$ cat src/rtl/sschb_pkg.sv
// Shared types, codes and constants of the serial speed command decoder.
package sschb_pkg;

    localparam int LINE_BUFFER_SIZE_DEF = 10;
    localparam int QUEUE_DEPTH          = 2;

    localparam int MAG_W = 13;
    localparam int REG_W = 12;
    localparam int IDX_W = 2;

    localparam logic [MAG_W-1:0] MAG_MAX = {MAG_W{1'b1}};

    // Register indexes of the configuration port.
    localparam logic [IDX_W-1:0] CFG_SPEED_LIMIT  = 2'd0;
    localparam logic [IDX_W-1:0] CFG_SLOW_BOUND   = 2'd1;
    localparam logic [IDX_W-1:0] CFG_NORMAL_BOUND = 2'd2;

    localparam logic [REG_W-1:0] SPEED_LIMIT_RST  = 12'd2000;
    localparam logic [REG_W-1:0] SLOW_BOUND_RST   = 12'd1333;
    localparam logic [REG_W-1:0] NORMAL_BOUND_RST = 12'd1666;

    // Character codes.
    localparam logic [7:0] CH_NUL   = 8'd0;
    localparam logic [7:0] CH_TAB   = 8'd9;
    localparam logic [7:0] CH_LF    = 8'd10;
    localparam logic [7:0] CH_VT    = 8'd11;
    localparam logic [7:0] CH_FF    = 8'd12;
    localparam logic [7:0] CH_CR    = 8'd13;
    localparam logic [7:0] CH_SPACE = 8'd32;
    localparam logic [7:0] CH_PLUS  = 8'd43;
    localparam logic [7:0] CH_MINUS = 8'd45;
    localparam logic [7:0] CH_ZERO  = 8'd48;
    localparam logic [7:0] CH_NINE  = 8'd57;

    // Direction codes.
    localparam logic [1:0] DIR_STOP = 2'd0;
    localparam logic [1:0] DIR_FWD  = 2'd1;
    localparam logic [1:0] DIR_REV  = 2'd2;

    // Speed classes.
    localparam logic [1:0] CLASS_SLOW   = 2'd0;
    localparam logic [1:0] CLASS_NORMAL = 2'd1;
    localparam logic [1:0] CLASS_FAST   = 2'd2;

    typedef struct packed {
        logic             negative;
        logic [MAG_W-1:0] magnitude;
    } t_line;

    typedef struct packed {
        logic [REG_W-1:0] speed_limit;
        logic [REG_W-1:0] slow_bound;
        logic [REG_W-1:0] normal_bound;
    } t_cfg;

    typedef struct packed {
        logic signed [12:0] speed;
        logic [11:0]        pulse_width;
        logic               forward_pin;
        logic               reverse_pin;
        logic               reversal_pause;
        logic [1:0]         speed_class;
    } t_result;

endpackage

$ cat src/rtl/sschb_stream_if.sv
// Valid/ready stream channel carrying one payload item per handshake.
interface sschb_stream_if #(
    parameter type T = logic [7:0]
);
    logic valid;
    logic ready;
    T     payload;

    modport source (output valid, output payload, input ready);
    modport sink   (input valid, input payload, output ready);
endinterface

$ cat src/rtl/serial_speed_command_hbridge_drive.sv
// Top level of the serial speed command decoder for an H-bridge drive.
//
//  Channel   Direction  Payload                                   Handshake
//  i_rx_if   in         rx_byte, 8 bit                            valid/ready
//  o_res_if  out        speed, pulse_width, pins, pause, class    valid/ready
//  i_cfg_*   in         speed_limit, slow_bound, normal_bound     write enable
//
// One item is taken every clock cycle while the queue has room. A line end is written
// into the line queue when it is accepted and moves on in turn into the result register
// once that register is free; the parser, the two-entry line queue and the result register
// each hold their own work, so the input stalls only when the queue is full, that is when
// results go untaken. Reset is synchronous and active low; it restores the register
// defaults and empties the line in hand. No clearing pass follows reset.
module serial_speed_command_hbridge_drive #(
    parameter int LINE_BUFFER_SIZE = sschb_pkg::LINE_BUFFER_SIZE_DEF
) (
    input  logic                        i_clk,
    input  logic                        i_rst_n,
    sschb_stream_if.sink                i_rx_if,
    sschb_stream_if.source              o_res_if,
    input  logic                        i_cfg_we,
    input  logic [sschb_pkg::IDX_W-1:0] i_cfg_index,
    input  logic [sschb_pkg::REG_W-1:0] i_cfg_data
);
    import sschb_pkg::*;

    t_cfg  r_cfg;
    logic  w_push;
    logic  w_pop;
    logic  w_full;
    logic  w_empty;
    t_line w_line_in;
    t_line w_line_out;

    // Configuration registers. A write to an index beyond the list is dropped.
    always_ff @(posedge i_clk) begin
        if (!i_rst_n) begin
            r_cfg.speed_limit  <= SPEED_LIMIT_RST;
            r_cfg.slow_bound   <= SLOW_BOUND_RST;
            r_cfg.normal_bound <= NORMAL_BOUND_RST;
        end else if (i_cfg_we) begin
            unique case (i_cfg_index)
                CFG_SPEED_LIMIT:  r_cfg.speed_limit  <= i_cfg_data;
                CFG_SLOW_BOUND:   r_cfg.slow_bound   <= i_cfg_data;
                CFG_NORMAL_BOUND: r_cfg.normal_bound <= i_cfg_data;
                default:          r_cfg              <= r_cfg;
            endcase
        end
    end

    // The parser sees every byte and hands over a line only at its end.
    sschb_front #(
        .LINE_BUFFER_SIZE (LINE_BUFFER_SIZE)
    ) u_front (
        .i_clk        (i_clk),
        .i_rst_n      (i_rst_n),
        .i_rx_if      (i_rx_if),
        .i_queue_full (w_full),
        .o_push       (w_push),
        .o_line       (w_line_in)
    );

    sschb_fifo u_fifo (
        .i_clk   (i_clk),
        .i_rst_n (i_rst_n),
        .i_push  (w_push),
        .i_data  (w_line_in),
        .i_pop   (w_pop),
        .o_full  (w_full),
        .o_empty (w_empty),
        .o_data  (w_line_out)
    );

    // The drive stage keeps the previous direction and the result register.
    sschb_back u_back (
        .i_clk    (i_clk),
        .i_rst_n  (i_rst_n),
        .i_cfg    (r_cfg),
        .i_empty  (w_empty),
        .i_line   (w_line_out),
        .o_pop    (w_pop),
        .o_res_if (o_res_if)
    );

`ifndef SYNTH
    // A stopped drive has both pins low and zero pulse width, and only then.
    a_stop_pins: assert property (@(posedge i_clk) disable iff (!i_rst_n)
        o_res_if.valid |-> ((o_res_if.payload.pulse_width == 12'd0) ==
                            (!o_res_if.payload.forward_pin && !o_res_if.payload.reverse_pin)))
        else $error("pulse width and bridge pins disagree");

    // A reversal pause only comes with a new direction applied.
    a_pause_dir: assert property (@(posedge i_clk) disable iff (!i_rst_n)
        (o_res_if.valid && o_res_if.payload.reversal_pause) |->
            (o_res_if.payload.forward_pin || o_res_if.payload.reverse_pin))
        else $error("reversal pause without a direction");

    // The sign of the speed matches the reverse pin.
    a_speed_sign: assert property (@(posedge i_clk) disable iff (!i_rst_n)
        o_res_if.valid |-> (o_res_if.payload.speed[12] == o_res_if.payload.reverse_pin))
        else $error("speed sign and reverse pin disagree");

    // A queued line is never dropped: a push into a full queue cannot occur.
    a_no_overflow: assert property (@(posedge i_clk) disable iff (!i_rst_n)
        w_full |-> !w_push)
        else $error("line queue overflow");
`endif

endmodule

$ cat src/rtl/sschb_front.sv
// Line parser: accepts bytes, accumulates the number and queues finished lines.
module sschb_front #(
    parameter int LINE_BUFFER_SIZE = sschb_pkg::LINE_BUFFER_SIZE_DEF
) (
    input  logic                i_clk,
    input  logic                i_rst_n,
    sschb_stream_if.sink        i_rx_if,
    input  logic                i_queue_full,
    output logic                o_push,
    output sschb_pkg::t_line    o_line
);
    import sschb_pkg::*;

    localparam int CW = $clog2(LINE_BUFFER_SIZE);
    localparam logic [CW-1:0] KEEP_MAX = CW'(LINE_BUFFER_SIZE - 1);

    typedef enum logic [1:0] {
        PH_SKIP,
        PH_DIGITS,
        PH_DONE
    } t_phase;

    t_phase           r_phase, n_phase;
    logic [CW-1:0]    r_count, n_count;
    logic             r_neg, n_neg;
    logic [MAG_W-1:0] r_mag, n_mag;

    logic [7:0]       w_c;
    logic             w_accept;
    logic             w_term;
    logic             w_digit;
    logic             w_space;
    logic [16:0]      w_acc;

    assign i_rx_if.ready = !i_queue_full;
    assign w_c      = i_rx_if.payload;
    assign w_accept = i_rx_if.valid && i_rx_if.ready;
    assign w_term   = (w_c == CH_CR) || (w_c == CH_LF);
    assign w_digit  = (w_c >= CH_ZERO) && (w_c <= CH_NINE);
    assign w_space  = (w_c == CH_TAB) || (w_c == CH_VT) || (w_c == CH_FF) ||
                      (w_c == CH_SPACE);
    // Times ten as two shifts, then the new digit.
    assign w_acc    = ({4'b0, r_mag} << 3) + ({4'b0, r_mag} << 1) + {13'b0, w_c[3:0]};

    assign o_push = w_accept && w_term;
    assign o_line = '{negative: r_neg, magnitude: r_mag};

    always_comb begin
        n_phase = r_phase;
        n_count = r_count;
        n_neg   = r_neg;
        n_mag   = r_mag;
        if (w_accept && w_term) begin
            n_phase = PH_SKIP;
            n_count = '0;
            n_neg   = 1'b0;
            n_mag   = '0;
        end else if (w_accept && (r_count < KEEP_MAX)) begin
            n_count = r_count + 1'b1;
            unique case (r_phase)
                PH_SKIP: begin
                    if (!w_space) begin
                        priority if (w_c == CH_PLUS) begin
                            n_phase = PH_DIGITS;
                        end else if (w_c == CH_MINUS) begin
                            n_neg   = 1'b1;
                            n_phase = PH_DIGITS;
                        end else if (w_digit) begin
                            n_mag   = {9'b0, w_c[3:0]};
                            n_phase = PH_DIGITS;
                        end else begin
                            // Any other byte, the zero byte included, ends parsing.
                            n_phase = PH_DONE;
                        end
                    end
                end
                PH_DIGITS: begin
                    if (w_digit) begin
                        n_mag = (w_acc[16:13] != 4'b0) ? MAG_MAX : w_acc[MAG_W-1:0];
                    end else begin
                        n_phase = PH_DONE;
                    end
                end
                default: begin
                    n_phase = PH_DONE;
                end
            endcase
        end
    end

    always_ff @(posedge i_clk) begin
        if (!i_rst_n) begin
            r_phase <= PH_SKIP;
            r_count <= '0;
            r_neg   <= 1'b0;
            r_mag   <= '0;
        end else begin
            r_phase <= n_phase;
            r_count <= n_count;
            r_neg   <= n_neg;
            r_mag   <= n_mag;
        end
    end

endmodule

$ cat src/rtl/sschb_fifo.sv
// Short queue of finished lines between the parser and the drive stage.
module sschb_fifo (
    input  logic             i_clk,
    input  logic             i_rst_n,
    input  logic             i_push,
    input  sschb_pkg::t_line i_data,
    input  logic             i_pop,
    output logic             o_full,
    output logic             o_empty,
    output sschb_pkg::t_line o_data
);
    import sschb_pkg::*;

    localparam int AW = (QUEUE_DEPTH > 1) ? $clog2(QUEUE_DEPTH) : 1;
    localparam int NW = $clog2(QUEUE_DEPTH + 1);
    localparam logic [AW-1:0] LAST = AW'(QUEUE_DEPTH - 1);

    t_line         r_mem [QUEUE_DEPTH];
    logic [AW-1:0] r_wr, r_rd;
    logic [NW-1:0] r_num;

    assign o_full  = (r_num == NW'(QUEUE_DEPTH));
    assign o_empty = (r_num == '0);
    assign o_data  = r_mem[r_rd];

    always_ff @(posedge i_clk) begin
        if (i_push) begin
            r_mem[r_wr] <= i_data;
        end
    end

    always_ff @(posedge i_clk) begin
        if (!i_rst_n) begin
            r_wr  <= '0;
            r_rd  <= '0;
            r_num <= '0;
        end else begin
            if (i_push) begin
                r_wr <= (r_wr == LAST) ? '0 : r_wr + 1'b1;
            end
            if (i_pop) begin
                r_rd <= (r_rd == LAST) ? '0 : r_rd + 1'b1;
            end
            unique case ({i_push, i_pop})
                2'b10:   r_num <= r_num + 1'b1;
                2'b01:   r_num <= r_num - 1'b1;
                default: r_num <= r_num;
            endcase
        end
    end

endmodule

$ cat src/rtl/sschb_back.sv
// Drive stage: clamps a queued line, works out direction, pause and class.
module sschb_back (
    input  logic             i_clk,
    input  logic             i_rst_n,
    input  sschb_pkg::t_cfg  i_cfg,
    input  logic             i_empty,
    input  sschb_pkg::t_line i_line,
    output logic             o_pop,
    sschb_stream_if.source   o_res_if
);
    import sschb_pkg::*;

    logic             r_valid;
    t_result          r_res;
    logic [1:0]       r_prev_dir;

    logic [REG_W-1:0] w_mag;
    logic [1:0]       w_dir;
    logic             w_pause;
    logic [1:0]       w_class;
    logic [12:0]      w_spd;

    assign o_pop = !i_empty && (!r_valid || o_res_if.ready);

    always_comb begin
        w_mag = (i_line.magnitude > {1'b0, i_cfg.speed_limit}) ?
                i_cfg.speed_limit : i_line.magnitude[REG_W-1:0];
        priority if (w_mag == '0) begin
            w_dir = DIR_STOP;
        end else if (i_line.negative) begin
            w_dir = DIR_REV;
        end else begin
            w_dir = DIR_FWD;
        end
        w_pause = ((w_dir == DIR_FWD) && (r_prev_dir == DIR_REV)) ||
                  ((w_dir == DIR_REV) && (r_prev_dir == DIR_FWD));
        // The slow test is made first, so it wins if the bounds are out of order.
        priority if (w_mag <= i_cfg.slow_bound) begin
            w_class = CLASS_SLOW;
        end else if (w_mag <= i_cfg.normal_bound) begin
            w_class = CLASS_NORMAL;
        end else begin
            w_class = CLASS_FAST;
        end
        w_spd = (w_dir == DIR_REV) ? (13'd0 - {1'b0, w_mag}) : {1'b0, w_mag};
    end

    always_ff @(posedge i_clk) begin
        if (o_pop) begin
            r_res.speed          <= $signed(w_spd);
            r_res.pulse_width    <= w_mag;
            r_res.forward_pin    <= (w_dir == DIR_FWD);
            r_res.reverse_pin    <= (w_dir == DIR_REV);
            r_res.reversal_pause <= w_pause;
            r_res.speed_class    <= w_class;
        end
    end

    always_ff @(posedge i_clk) begin
        if (!i_rst_n) begin
            r_valid    <= 1'b0;
            r_prev_dir <= DIR_STOP;
        end else begin
            if (o_pop) begin
                r_valid    <= 1'b1;
                r_prev_dir <= w_dir;
            end else if (o_res_if.ready) begin
                r_valid <= 1'b0;
            end
        end
    end

    assign o_res_if.valid   = r_valid;
    assign o_res_if.payload = r_res;

endmodule

$ cat src/flat_wrapper.sv
// flat-port wrapper written by rule: the top's interface ports become plain ports
module serial_speed_command_hbridge_drive_flat import sschb_pkg::*;
#(
    parameter int LINE_BUFFER_SIZE = sschb_pkg::LINE_BUFFER_SIZE_DEF
)
  (i_clk, i_rst_n, i_cfg_we, i_cfg_index, i_cfg_data, i_rx_if_valid, i_rx_if_payload, i_rx_if_ready, o_res_if_valid, o_res_if_payload, o_res_if_ready);
  sschb_stream_if #(.T(logic [7:0])) i_rx_if_i ();
  sschb_stream_if #(.T(t_result)) o_res_if_i ();
  input  logic i_clk;
  input  logic i_rst_n;
  input  logic i_cfg_we;
  input  logic [sschb_pkg::IDX_W-1:0] i_cfg_index;
  input  logic [sschb_pkg::REG_W-1:0] i_cfg_data;
  input wire logic [$bits(i_rx_if_i.valid)-1:0] i_rx_if_valid;
  input wire logic [$bits(i_rx_if_i.payload)-1:0] i_rx_if_payload;
  output wire logic [$bits(i_rx_if_i.ready)-1:0] i_rx_if_ready;
  output wire logic [$bits(o_res_if_i.valid)-1:0] o_res_if_valid;
  output wire logic [$bits(o_res_if_i.payload)-1:0] o_res_if_payload;
  input wire logic [$bits(o_res_if_i.ready)-1:0] o_res_if_ready;
  assign i_rx_if_i.valid = i_rx_if_valid;
  assign i_rx_if_i.payload = i_rx_if_payload;
  assign i_rx_if_ready = i_rx_if_i.ready;
  assign o_res_if_valid = o_res_if_i.valid;
  assign o_res_if_payload = o_res_if_i.payload;
  assign o_res_if_i.ready = o_res_if_ready;
  serial_speed_command_hbridge_drive #(.LINE_BUFFER_SIZE(LINE_BUFFER_SIZE)) u_core (.i_clk(i_clk), .i_rst_n(i_rst_n), .i_rx_if(i_rx_if_i), .o_res_if(o_res_if_i), .i_cfg_we(i_cfg_we), .i_cfg_index(i_cfg_index), .i_cfg_data(i_cfg_data));
endmodule
$ cat config.mk
export PLATFORM = sky130hd
export DESIGN_NAME = serial_speed_command_hbridge_drive_flat
export DESIGN_NICKNAME = d
export VERILOG_FILES = /design/src/rtl/sschb_pkg.sv /design/src/rtl/sschb_stream_if.sv /design/src/rtl/serial_speed_command_hbridge_drive.sv /design/src/rtl/sschb_front.sv /design/src/rtl/sschb_fifo.sv /design/src/rtl/sschb_back.sv /design/src/flat_wrapper.sv
export SDC_FILE = /design/constraint.sdc
export NUM_CORES = 1
export LEC_CHECK = 0
export BUFFER_PORTS_ARGS = -buffer_cell sky130_fd_sc_hd__buf_2
export CAP_MARGIN = 5
export CORE_ASPECT_RATIO = 0.8
export CORE_UTILIZATION = 42
export CTS_CLUSTER_SIZE = 16
export DETAILED_ROUTE_END_ITERATION = 6
export PLACE_DENSITY_LB_ADDON = 0.15
export SKIP_LAST_GASP = 1
export SYNTH_ARGS = -nofsm -noshare
export SYNTH_HDL_FRONTEND = slang
export SYNTH_SLANG_ARGS = --single-unit
$ cat constraint.sdc
create_clock -name i_clk -period 9.3 [get_ports i_clk]
set_input_delay 1.395 -clock i_clk [delete_from_list [all_inputs] [get_ports i_clk]]
set_output_delay 1.395 -clock i_clk [all_outputs]
set_load 0.03 [all_outputs]
# Yosys cells after proc, flatten, opt, wreduce, memory -nomap -nowiden
# Memories as Yosys holds them, arrays and structs flattened. A register that Yosys moved wholly into a read port is not among the register bits.
# Cells that the tools add are included.
# classes
add_sub_neg,8
multipliers,0
div,0
n_lt_le_gt_ge,6
n_eq_ne,24
n_shift,0
n_mux,27
bitwise,3
reduce_logical,31
# op_table
op,count
13-bit two-way mux,6
"8-bit by 4-bit == test with 1-bit output, second input constant",5
13-bit case mux with 2 select lines,1
"8-bit by 6-bit == test with 1-bit output, second input constant",3
12-bit <= comparator,2
12-bit two-way mux,2
16-bit by 14-bit adder with 17-bit output,1
17-bit by 4-bit adder with 17-bit output,1
2-bit two-way mux,8
13-bit by 12-bit greater-than comparator with 1-bit output,1
"1-bit by 12-bit subtractor with 13-bit output, first input constant",1
12-bit logical NOT,1
"2-bit != test, second input constant",6
"2-bit by 1-bit == test with 1-bit output, second input constant",5
"2-bit == test, second input constant",5
"8-bit by 6-bit greater-or-equal comparator with 1-bit output, second input constant",1
"8-bit by 6-bit <= comparator with 1-bit output, second input constant",1
1-bit two-way mux,8
2-bit case mux with 2 select lines,2
1-bit logical AND,7
7-bit AND reduction,1
2-bit logical NOT,3
1-bit logical OR,6
2-bit AND reduction,3
other kinds (12),19
# totals
regBits,93
latch_bits,0
ram_bits,28
romBits,0
in_bits,27
output_inout_bits,32
elab_cells,119
mem_count,1
# memory_table
memory,words,width,read_ports,rd_clocked_by_memory_dff,wr,line,text
u_core.u_fifo.r_mem,2,14,1,1,1,sschb_fifo.sv:18,t_line r_mem [QUEUE_DEPTH];

# Logic depth before layout (Yosys ltp)
# Gate-level depths: netlist of the first run.
# depth
ltp_word,7
ltp_mapped,23
mapped_depth_nobuf,19

# Hierarchy
# A second synthesis of the first run with hierarchy kept.
# hier_totals
hier_cells,696
area_unflattened_um2,7051.8
# by_module_without_submodules
mod,n_inst,cells_each,area_per_inst_um2,seq_area_each_um2
sschb_back,1,257,2493.6,930.9
sschb_front,1,226,1855.5,400.4
serial_speed_command_hbridge_drive,1,148,1482.7,720.7
sschb_fifo,1,65,1219.9,940.9

# Worst setup path after synthesis of the first run
# Ideal clock, no wire load.
# synth_path
path_type,register to register
startpoint,register with a tool-made name
endpoint,"register u_core.u_back.r_res (netlist bit u_core.u_back.o_res_if.payload[0]), data pin"
setup_time_ns,0.256
arrival_ns,4.419
setup_slack_ns,4.625
stages_incl_launch_ff,23
n_path_buf,4
path_cell_list,dfxtp_1 buf_6 clkbuf_1 mux2i_1 inv_1 ha_1 nand4_1 or3_4 o22ai_2 buf_6 buf_2 nand2_1 o21ai_0 inv_1 ha_1 and4_1 and4_1 nand2_1 a21o_1 a211oi_1 a211oi_1 a32o_1 o211a_1
# synth_lines
element,line,text
to (decl),sschb_back.sv:14,t_result r_res;

==> impl_metrics.json, run 1 <==
{
  "drc": 0,
  "fin_crit_sh": 0.618,
  "vias": 5140,
  "p_int_w": 0.00107,
  "synth_most_common_cell": "nand2_1",
  "cap_violations": 0,
  "fmax_ghz": 0.174,
  "diodes": 0,
  "cp.required_ps": 9470,
  "vdd_drop_max_v": 0.0000902,
  "grt_use_total": 0.206,
  "utilization": 0.493,
  "grt_util_met2": 0.286,
  "area_growth_pct": 15.0,
  "die_w_um": 144,
  "tightest_slew_ps": 1230,
  "r2r_cells": 19,
  "postSynthNetCount": 767,
  "end_kind": "flip-flop",
  "path_clk_slew_ps": 50,
  "r2r-end": "u_core.u_back.o_res_if.payload[0]",
  "p_leak_nw": 3.30,
  "seqCellArea_um2": 2990,
  "synth_warnings": 0,
  "grt_pass1_vias": 4810,
  "synth.largest_area_cell": "edfxtp_1",
  "postRouteAntennaNets": 0,
  "power_density_nw_per_um2": 191,
  "worstSetupPathType": "flip-flop to flip-flop",
  "outcome": "completed",
  "async_reset_ff_frac": 0,
  "ys_types": 67,
  "grt_max_degree": 49,
  "busiest_layer": "met1",
  "gr-usage-met3": 0.0521,
  "hpwl_um": 12100,
  "setup_violations": 0,
  "worst-r2r-setup-slack_ps": 3550,
  "cts.path.max_buffers": 2,
  "start_kind": "flip-flop",
  "drive_gt1_frac": 0.150,
  "multi_input_area_um2": 3400,
  "synth_edf_count": 57,
  "grt_setup_unrepaired": "no",
  "routedWlPerCell_um": 16.5,
  "dieHeight_um": 115,
  "post_cts_resized": 0,
  "period_needed_ps": 5750,
  "synth_cells": 675,
  "place_congestion": 0.902,
  "grt_overflow": 0,
  "cts_max_level": 4,
  "synth_top_area_frac": 0.254,
  "drt-pass1-iter-count": 4,
  "core-area_um2": 15700,
  "vias_per_cell": 5.37,
  "grtUsageMet1": 0.306,
  "start_util": 0.429,
  "cp_max_fo": 30,
  "nNetsFinal": 822,
  "clk_latency_ps": 420,
  "syn_area_per_cell_um2": 9.97,
  "synth_top_cells_by_count": "nand2_1 (82), dfxtp_1 (64), ha_1 (63)",
  "min_path_cells": 0,
  "ios": 59,
  "root_buffer": "clkbuf_16",
  "n_fill_cell": 1478,
  "synth.top_cells.by_area": "edfxtp_1 (25%), dfxtp_1 (19%), ha_1 (12%)",
  "fp-row-count": 41,
  "antenna_found_initial": 0,
  "clockPowerShare": 0.400,
  "synth_flop_cell": "dfxtp_1",
  "holdCritStartpoint": "u_core.u_front.r_neg",
  "yosysSeqAreaShare": 0.445,
  "p_sw_frac": 0.275,
  "cts_tree": "built",
  "drv_slew": 0,
  "cts_sinks": 121,
  "combPwrFrac": 0.173,
  "crit_arrival_ps": 5920,
  "drt-initial-drc-count": 231,
  "setup_tns_ps": 0,
  "hold_end": "u_core.u_fifo.r_mem[0][13]",
  "skew_ps": 6.22,
  "sequentialPowerShare": 0.427,
  "cts_buffers": 17,
  "synth_seq_cells": 121,
  "syn_area_um2": 6730,
  "drt-total-wl_um": 15800,
  "die_area_um2": 16500,
  "slew_headroom": 0.180,
  "portBuffers": 58,
  "grt_pass1_wl_um": 25500,
  "hold_viol_final": 0,
  "hold_path_class": "flip-flop to flip-flop",
  "cts_hold_buf": 0,
  "p_switching_w": 0.000407,
  "postCtsSetupBuffers": 0
}
-- worst max-delay path by stage --
| stage | from | end | slack, ps | cells past startpoint |
|---|---|---|---|---|
| CTS | flip-flop | u_core.u_back.o_res_if.payload[0] | 3590 | 19 |
| finish | flip-flop | u_core.u_back.o_res_if.payload[0] | 3550 | 19 |
| detailed placement | flip-flop | u_core.u_back.o_res_if.payload[0] | 3620 | 19 |
| global route | flip-flop | u_core.u_back.o_res_if.payload[0] | 3190 | 19 |
| global placement | flip-flop | u_core.u_back.o_res_if.payload[0] | 3660 | 19 |
| floorplan | flip-flop | u_core.u_back.o_res_if.payload[0] | 4630 | 22 |
-- sequential cells by signal, indices dropped and copies added, names as in the netlist, named ones only --
| register | cells |
|---|---|
| u_core.u_front.r_neg | 1 |
| u_core.u_fifo.r_mem | 28 |
| u_core.u_front.r_phase | 2 |
| u_core.u_back.r_prev_dir | 2 |
| u_core.u_back.o_res_if.valid | 1 |
| u_core.u_fifo.r_wr | 1 |
| u_core.u_front.r_count | 4 |
| u_core.u_fifo.r_num | 2 |
| u_core.u_fifo.r_rd | 1 |
| u_core.r_cfg | 36 |
| u_core.u_back.o_res_if.payload | 29 |
| u_core.u_front.r_mag | 13 |
-- routing by layer --
metal  vias up  share of wire
li1       2542              -
met5         -              0
met3        31          0.054
met2       121           0.40
met1      2446           0.53
met4         0          0.017
-- power by group through the flow --
stage | sequential (W) | combinational (W) | clock (W)
after global routing | 0.000636 | 0.000285 | 0.000624
after detailed placement | 0.000642 | 0.000256 | 0
after CTS | 0.000632 | 0.000258 | 0.000599
after floorplan | 0.000680 | 0.000147 | 0
after global placement | 0.000642 | 0.000251 | 0
final | 0.000631 | 0.000256 | 0.000591
-- through the flow --
| stage | power [W] | std cells | setup WS [ps] | instance area, um2 | hold WS [ps] |
|---|---|---|---|---|---|
| floorplan | 0.000827 | 675 | 4630 | 6730 | 426 |
| global placement | 0.000893 | 926 | 3660 | 7210 | 449 |
| detailed placement | 0.000898 | 926 | 3620 | 7210 | 451 |
| CTS | 0.00149 | 957 | 3590 | 7740 | 463 |
| global route | 0.00155 | 957 | 3190 | 7740 | 467 |
| finish | 0.00148 | 957 | 3550 | 7740 | 462 |
-- critical path, cell delays in order (launching register included) --
cell and delay [ps]:
dfxtp_1 820, mux2i_1 530, inv_1 90, ha_1 300, nand4_1 80, or3_4 430
a31oi_4 170, o22ai_2 120, buf_4 260, o21ai_0 610, inv_1 270, ha_1 370
and4_1 240, and4_1 290, nand2_1 80, a21o_1 160, a211oi_1 190, a211oi_1 100
a32o_1 250, o211a_1 110
-- cells in the final DEF, fill, tap and decap left out, types with 14 or more instances in the layout --
cell type and n:
a21boi_0 21, nand2_1 82, clkbuf_16 18, nor2_1 32, ha_1 63, mux2i_1 16, o211ai_1 18, dfxtp_1 64
nand3_1 14, buf_2 58, edfxtp_1 57, a21oi_1 21, o21ai_0 22, inv_1 62
-- cell type report --
cell class | count | area share
multi-input combinational | 466 | 0.439
sequential | 121 | 0.386
clock buffer | 28 | 0.0669
timing repair buffer | 62 | 0.0414
tap | 215 | 0.0347
inverter | 62 | 0.0300
clock inverter | 3 | 0.00194
-- logic make-up after synthesis --
logic type                 share of synthesized area
muxes                                         0.0429
and+or+nand+nor                                0.147
AOI/OAI and AO/OA                              0.165
buffers and inverters                         0.0528
xor gates and xnor gates                      0.0247
DFF                                            0.445
adders and majority gates                      0.123
No activity file was read; power rests on OpenSTA's default activity.
==> run 2, diff against run 1 <==
--- a/config.mk
+++ b/config.mk
@@ -5,6 +5,7 @@
 export SDC_FILE = /design/constraint.sdc
 export NUM_CORES = 1
 export LEC_CHECK = 0
+export ABC_AREA = 1
 export BUFFER_PORTS_ARGS = -buffer_cell sky130_fd_sc_hd__buf_2
 export CAP_MARGIN = 5
 export CORE_ASPECT_RATIO = 0.8
==> constraint.sdc (replaced) <==
create_clock -name i_clk -period 5.83 [get_ports i_clk]
set_input_delay 0.8745 -clock i_clk [delete_from_list [all_inputs] [get_ports i_clk]]
set_output_delay 0.8745 -clock i_clk [all_outputs]
set_load 0.03 [all_outputs]
==> impl_metrics.json, run 2 <==
{
  "drv_slew": 0,
  "portBuffers": 58,
  "worst-r2r-setup-slack_ps": 1520,
  "post_cts_resized": 0,
  "synth_top_area_frac": 0.251,
  "hold_path_class": "flip-flop to flip-flop",
  "worstSetupPathType": "flip-flop to flip-flop",
  "fin_crit_sh": 0.740,
  "min_path_cells": 1,
  "synth.largest_area_cell": "edfxtp_1",
  "setup_violations": 0,
  "cap_violations": 0,
  "yosysSeqAreaShare": 0.440,
  "synth_top_cells_by_count": "nand2_1 (166), inv_1 (106), a21oi_1 (67)",
  "cp_max_fo": 24,
  "place_congestion": 0.840,
  "synth_cells": 801,
  "grt_max_degree": 45,
  "postCtsSetupBuffers": 0,
  "layout_common_cells": "nand2_1 (166), inv_1 (106), a21oi_1 (67)",
  "syn_area_per_cell_um2": 8.50,
  "crit_arrival_ps": 4480,
  "die_w_um": 144,
  "cts.path.max_buffers": 2,
  "hpwl_um": 12400,
  "async_reset_ff_frac": 0,
  "antenna_found_initial": 0,
  "end_kind": "flip-flop",
  "synth_xor_xnor_area_share": 0.0219,
  "synth_warnings": 0,
  "cts_tree": "built",
  "root_buffer": "clkbuf_16",
  "tightest_slew_ps": 1180,
  "synth.top_cells.by_area": "edfxtp_1 (25%), dfxtp_1 (19%), ha_1 (12%)",
  "drc": 0,
  "holdCritStartpoint": "u_core.u_fifo.r_rd",
  "n_fill_cell": 1537,
  "drt-pass1-iter-count": 5,
  "clk_latency_ps": 420,
  "cp.required_ps": 6000,
  "synthAdderAreaFrac": 0.122,
  "grt_setup_unrepaired": "no",
  "grt_overflow": 0,
  "fin_area_um2": 7900,
  "synth_most_common_cell": "nand2_1",
  "synth_compound_area_frac": 0.145,
  "nNetsFinal": 954,
  "syn_area_um2": 6810,
  "largest_register_ffs": 36,
  "synth_edf_count": 57,
  "drt-initial-drc-count": 330,
  "area_growth_pct": 16.0,
  "postRouteAntennaNets": 0,
  "fmax_ghz": 0.232,
  "slew_headroom": 0.214,
  "placed_cell_area_um2": 7290,
  "start_kind": "flip-flop",
  "hold_end": "u_core.u_fifo.r_rd",
  "routedWlPerCell_um": 14.8,
  "largest_register": "u_core.r_cfg",
  "hold_viol_final": 0,
  "ys_types": 49,
  "grt_pass1_wl_um": 25600,
  "period_needed_ps": 4310,
  "fp-row-count": 41,
  "start_util": 0.431,
  "r2r-end": "u_core.u_back.o_res_if.payload[20]",
  "synth_simple_gate_area_frac": 0.195,
  "diodes": 0,
  "synth_top_family_by_area": "simple AND/OR/NAND/NOR gates",
  "vias_per_cell": 5.14,
  "grt_pass1_vias": 5148,
  "p_leak_nw": 3.69,
  "cts_buffers": 17,
  "cts_hold_buf": 0,
  "cts_max_level": 4,
  "path_clk_slew_ps": 60,
  "final_common_cell": "nand2_1",
  "synthMuxAreaShare": 0.00147,
  "die_area_um2": 16700,
  "skew_ps": 10.6,
  "ios": 59,
  "grt_use_total": 0.201,
  "r2r_cells": 22,
  "outcome": "completed",
  "vdd_drop_max_v": 0.000420,
  "drive_gt1_frac": 0.145,
  "power_density_nw_per_um2": 432,
  "vias": 5603,
  "postSynthNetCount": 893,
  "dieHeight_um": 116,
  "synth_seq_cells": 121,
  "core-area_um2": 15800,
  "cts_sinks": 121,
  "setup_tns_ps": 0,
  "synth_flop_cell": "dfxtp_1",
  "drt-total-wl_um": 16100
}
-- run 2: critical path: stages, from the launching register on --
cell and delay (ps):
dfxtp_1 700, inv_4 140, or2_2 300, o21ai_0 140, inv_1 80, ha_1 300
nand3_1 100, inv_1 60, nand2_1 60, nor2_2 110, nand2_1 80, nand2_2 100
nand2_4 180, o21a_1 310, inv_1 130, ha_1 190, nand2_1 110, nor2_2 330
nand3_4 190, nand2_4 200, inv_2 110, nand2_1 80, nand2_1 50
-- run 2: cell families (layout without fill, tap and decap cells) --
logic type	Yosys count	count (layout)
compound gates	166	166
xor+xnor	17	17
fa+ha+maj	65	65
buf+inv	127	201
flops	121	121
mux	1	1
simple gates	304	304
-- run 2: through the flow --
stage          worst slack (ps)  hold slack [ps]  total power [W]  std cells  utilization
2_1_floorplan              2250              426          0.00204        801            -
3_3_place_gp               1580              438          0.00231       1058        0.461
3_5_place_dp               1540              454          0.00233       1058        0.461
4_1_cts                    1510              459          0.00343       1090        0.500
5_1_grt                    1160              475          0.00361       1090        0.500
6_report                   1520              459          0.00341       1090        0.500
-- run 2: per-layer routing --
| metal | vias up | share of wire | global-route usage |
|---|---|---|---|
| met2 | 127 | 0.42 | 0.293 |
| li1 | 2837 | - | - |
| met5 | - | 0 | 0 |
| met3 | 16 | 0.054 | 0.0455 |
| met1 | 2623 | 0.52 | 0.296 |
| met4 | 0 | 0.010 | 0.0533 |
-- run 2: worst max-delay path by stage --
stage,startpoint,end,slack [ps],cells past startpoint
finish,flip-flop,u_core.u_back.o_res_if.payload[20],1520,22
global route,flip-flop,u_core.u_back.o_res_if.payload[20],1160,22
CTS,flip-flop,u_core.u_back.o_res_if.payload[20],1510,22
detailed placement,flip-flop,u_core.u_back.o_res_if.payload[20],1540,22
global placement,flip-flop,u_core.u_back.o_res_if.payload[19],1580,22
floorplan,flip-flop,u_core.u_back.o_res_if.payload[21],2250,25
-- run 2: layout make-up --
type                            instances  area [um2]  share of cell area
Clock buffer                           19         443              0.0561
Sequential cell                       121        2990               0.379
Multi-Input combinational cell        553        3300               0.418
Timing Repair Buffer                   61         313              0.0396
Tap cell                              215         269              0.0341
Clock inverter                         13         169              0.0214
Inverter                              108         408              0.0516
-- run 2: report_power, final --
part           internal, W  total, W  switching [W]
clock network     0.000689   0.00109       0.000404
registers          0.00109   0.00114      0.0000559
logic             0.000339   0.00118       0.000838
total              0.00211   0.00341        0.00130
==> run 3, diff against run 2 <==
==> constraint.sdc (replaced) <==
create_clock -name i_clk -period 4 [get_ports i_clk]
set_input_delay 0.6 -clock i_clk [delete_from_list [all_inputs] [get_ports i_clk]]
set_output_delay 0.6 -clock i_clk [all_outputs]
set_load 0.03 [all_outputs]
==> impl_metrics.json, run 3 (same netlist as run 2, synthesis figures left out) <==
{
  "largest_register_ffs": 36,
  "fin_crit_sh": 0.933,
  "area_growth_pct": 17.7,
  "grt_max_degree": 45,
  "n_fill_cell": 1520,
  "hold_ws_ps": 431,
  "layout_common_cells": "nand2_1 (166), inv_1 (104), a21oi_1 (67)",
  "drt-total-wl_um": 16600,
  "skew_ps": 9.34,
  "cts_max_level": 4,
  "postRouteAntennaNets": 0,
  "period_needed_ps": 3730,
  "cp.required_ps": 4170,
  "outcome": "completed",
  "die_area_um2": 16700,
  "clk_latency_ps": 420,
  "multi_input_area_um2": 3380,
  "power_density_nw_per_um2": 625,
  "setup_violations": 0,
  "hold_viol_final": 0,
  "core-area_um2": 15800,
  "slew_headroom": 0.508,
  "vias_per_cell": 5.15,
  "cts_tree": "built",
  "end_kind": "flip-flop",
  "cap_violations": 0,
  "cts_sinks": 121,
  "drv_slew": 0,
  "die_w_um": 144,
  "grt_use_total": 0.210,
  "ios": 59,
  "portBuffers": 58,
  "cts_hold_buf": 0,
  "seqCellArea_um2": 2990,
  "cts_buffers": 17,
  "nNetsFinal": 962,
  "final_common_cell": "nand2_1",
  "grt_overflow": 0,
  "drc": 0,
  "start_kind": "flip-flop",
  "vias": 5654,
  "drt-initial-drc-count": 478,
  "path_clk_slew_ps": 60,
  "p_leak_nw": 3.72,
  "setup_tns_ps": 0,
  "root_buffer": "clkbuf_16",
  "routedWlPerCell_um": 15.1,
  "grt_pass1_vias": 5293,
  "worst-r2r-setup-slack_ps": 270,
  "drive_gt1_frac": 0.164,
  "hpwl_um": 12400,
  "fmax_ghz": 0.268,
  "cp_max_fo": 13,
  "placed_cell_area_um2": 7320,
  "start_util": 0.431,
  "crit_arrival_ps": 3900,
  "vdd_drop_max_v": 0.000553,
  "cts.path.max_buffers": 2,
  "dieHeight_um": 116,
  "diodes": 0,
  "tightest_slew_ps": 738,
  "place_congestion": 0.848,
  "drt-pass1-iter-count": 5,
  "antenna_found_initial": 0,
  "grt_pass1_wl_um": 26600,
  "worstSetupPathType": "flip-flop to flip-flop",
  "fin_area_um2": 8010,
  "fp-row-count": 41,
  "hold_path_class": "primary input to flip-flop",
  "largest_register": "u_core.r_cfg"
}
## run 3: worst paths after layout
kind | from | endpoint | cells past startpoint
max | flip-flop | u_core.u_back.o_res_if.payload[28] | 22
min | i_cfg_data[0] | u_core.r_cfg[12] | 3
max reg2reg | flip-flop | u_core.u_back.o_res_if.payload[28] | 22
min reg2reg | u_core.u_fifo.r_rd | u_core.u_fifo.r_rd | 1
## run 3: critical path, stage by stage (launching register included)
cell and delay (ps):
dfxtp_2 350, inv_4 70, or2_2 290, o21ai_2 90, inv_1 70, ha_1 300, nand3_1 100, inv_1 60
nand2_1 60, nor2_2 160, nand2_1 120, nand2_4 140, nand2_4 130, o21a_1 250, inv_1 140, ha_1 200
nand2_1 90, nor2_2 300, nand3_4 170, nand2_4 180, inv_2 90, nand2_1 60, nand2_1 50
## run 3: final cells by class
type                    instances  share of cell area
clock buffers                  19              0.0579
clock inverters                13              0.0164
inverters                     108              0.0509
multi-input cells             554               0.422
flip-flops and latches        121               0.374
well taps                     215              0.0336
repair buffers                 68              0.0456
## run 3: power breakdown
group	internal [W]	leakage, nW	switching [W]	total [W]
clock network	0.000922	0.285	0.000602	0.00152
registers	0.00158	1.06	0.0000720	0.00165
logic	0.000546	2.37	0.00128	0.00183
## run 3: repair_timing
item                                    in CTS  in global routing
resized for setup                            1                 14
endpoints found under the setup margin       1                 10
cloned                                       0                  1
setup buffers                                0                  2
pin swaps                                    0                  3
## run 3: stage by stage
step | util | cells | power (W) | setup WS [ps]
2_1_floorplan | - | 801 | 0.00297 | 423
3_3_place_gp | 0.464 | 1063 | 0.00338 | 140
3_5_place_dp | 0.464 | 1063 | 0.00342 | 20.5
4_1_cts | 0.502 | 1095 | 0.00495 | 143
5_1_grt | 0.507 | 1098 | 0.00533 | -34.3
6_report | 0.507 | 1098 | 0.00501 | 270
## run 3: metal layers
layer | track usage | routed length [um] | part of all wire
met5 | 0 | 0 | 0
met4 | 0.0505 | 136 | 0.0082
met3 | 0.0475 | 853 | 0.051
met2 | 0.313 | 7100 | 0.43
met1 | 0.306 | 8490 | 0.51
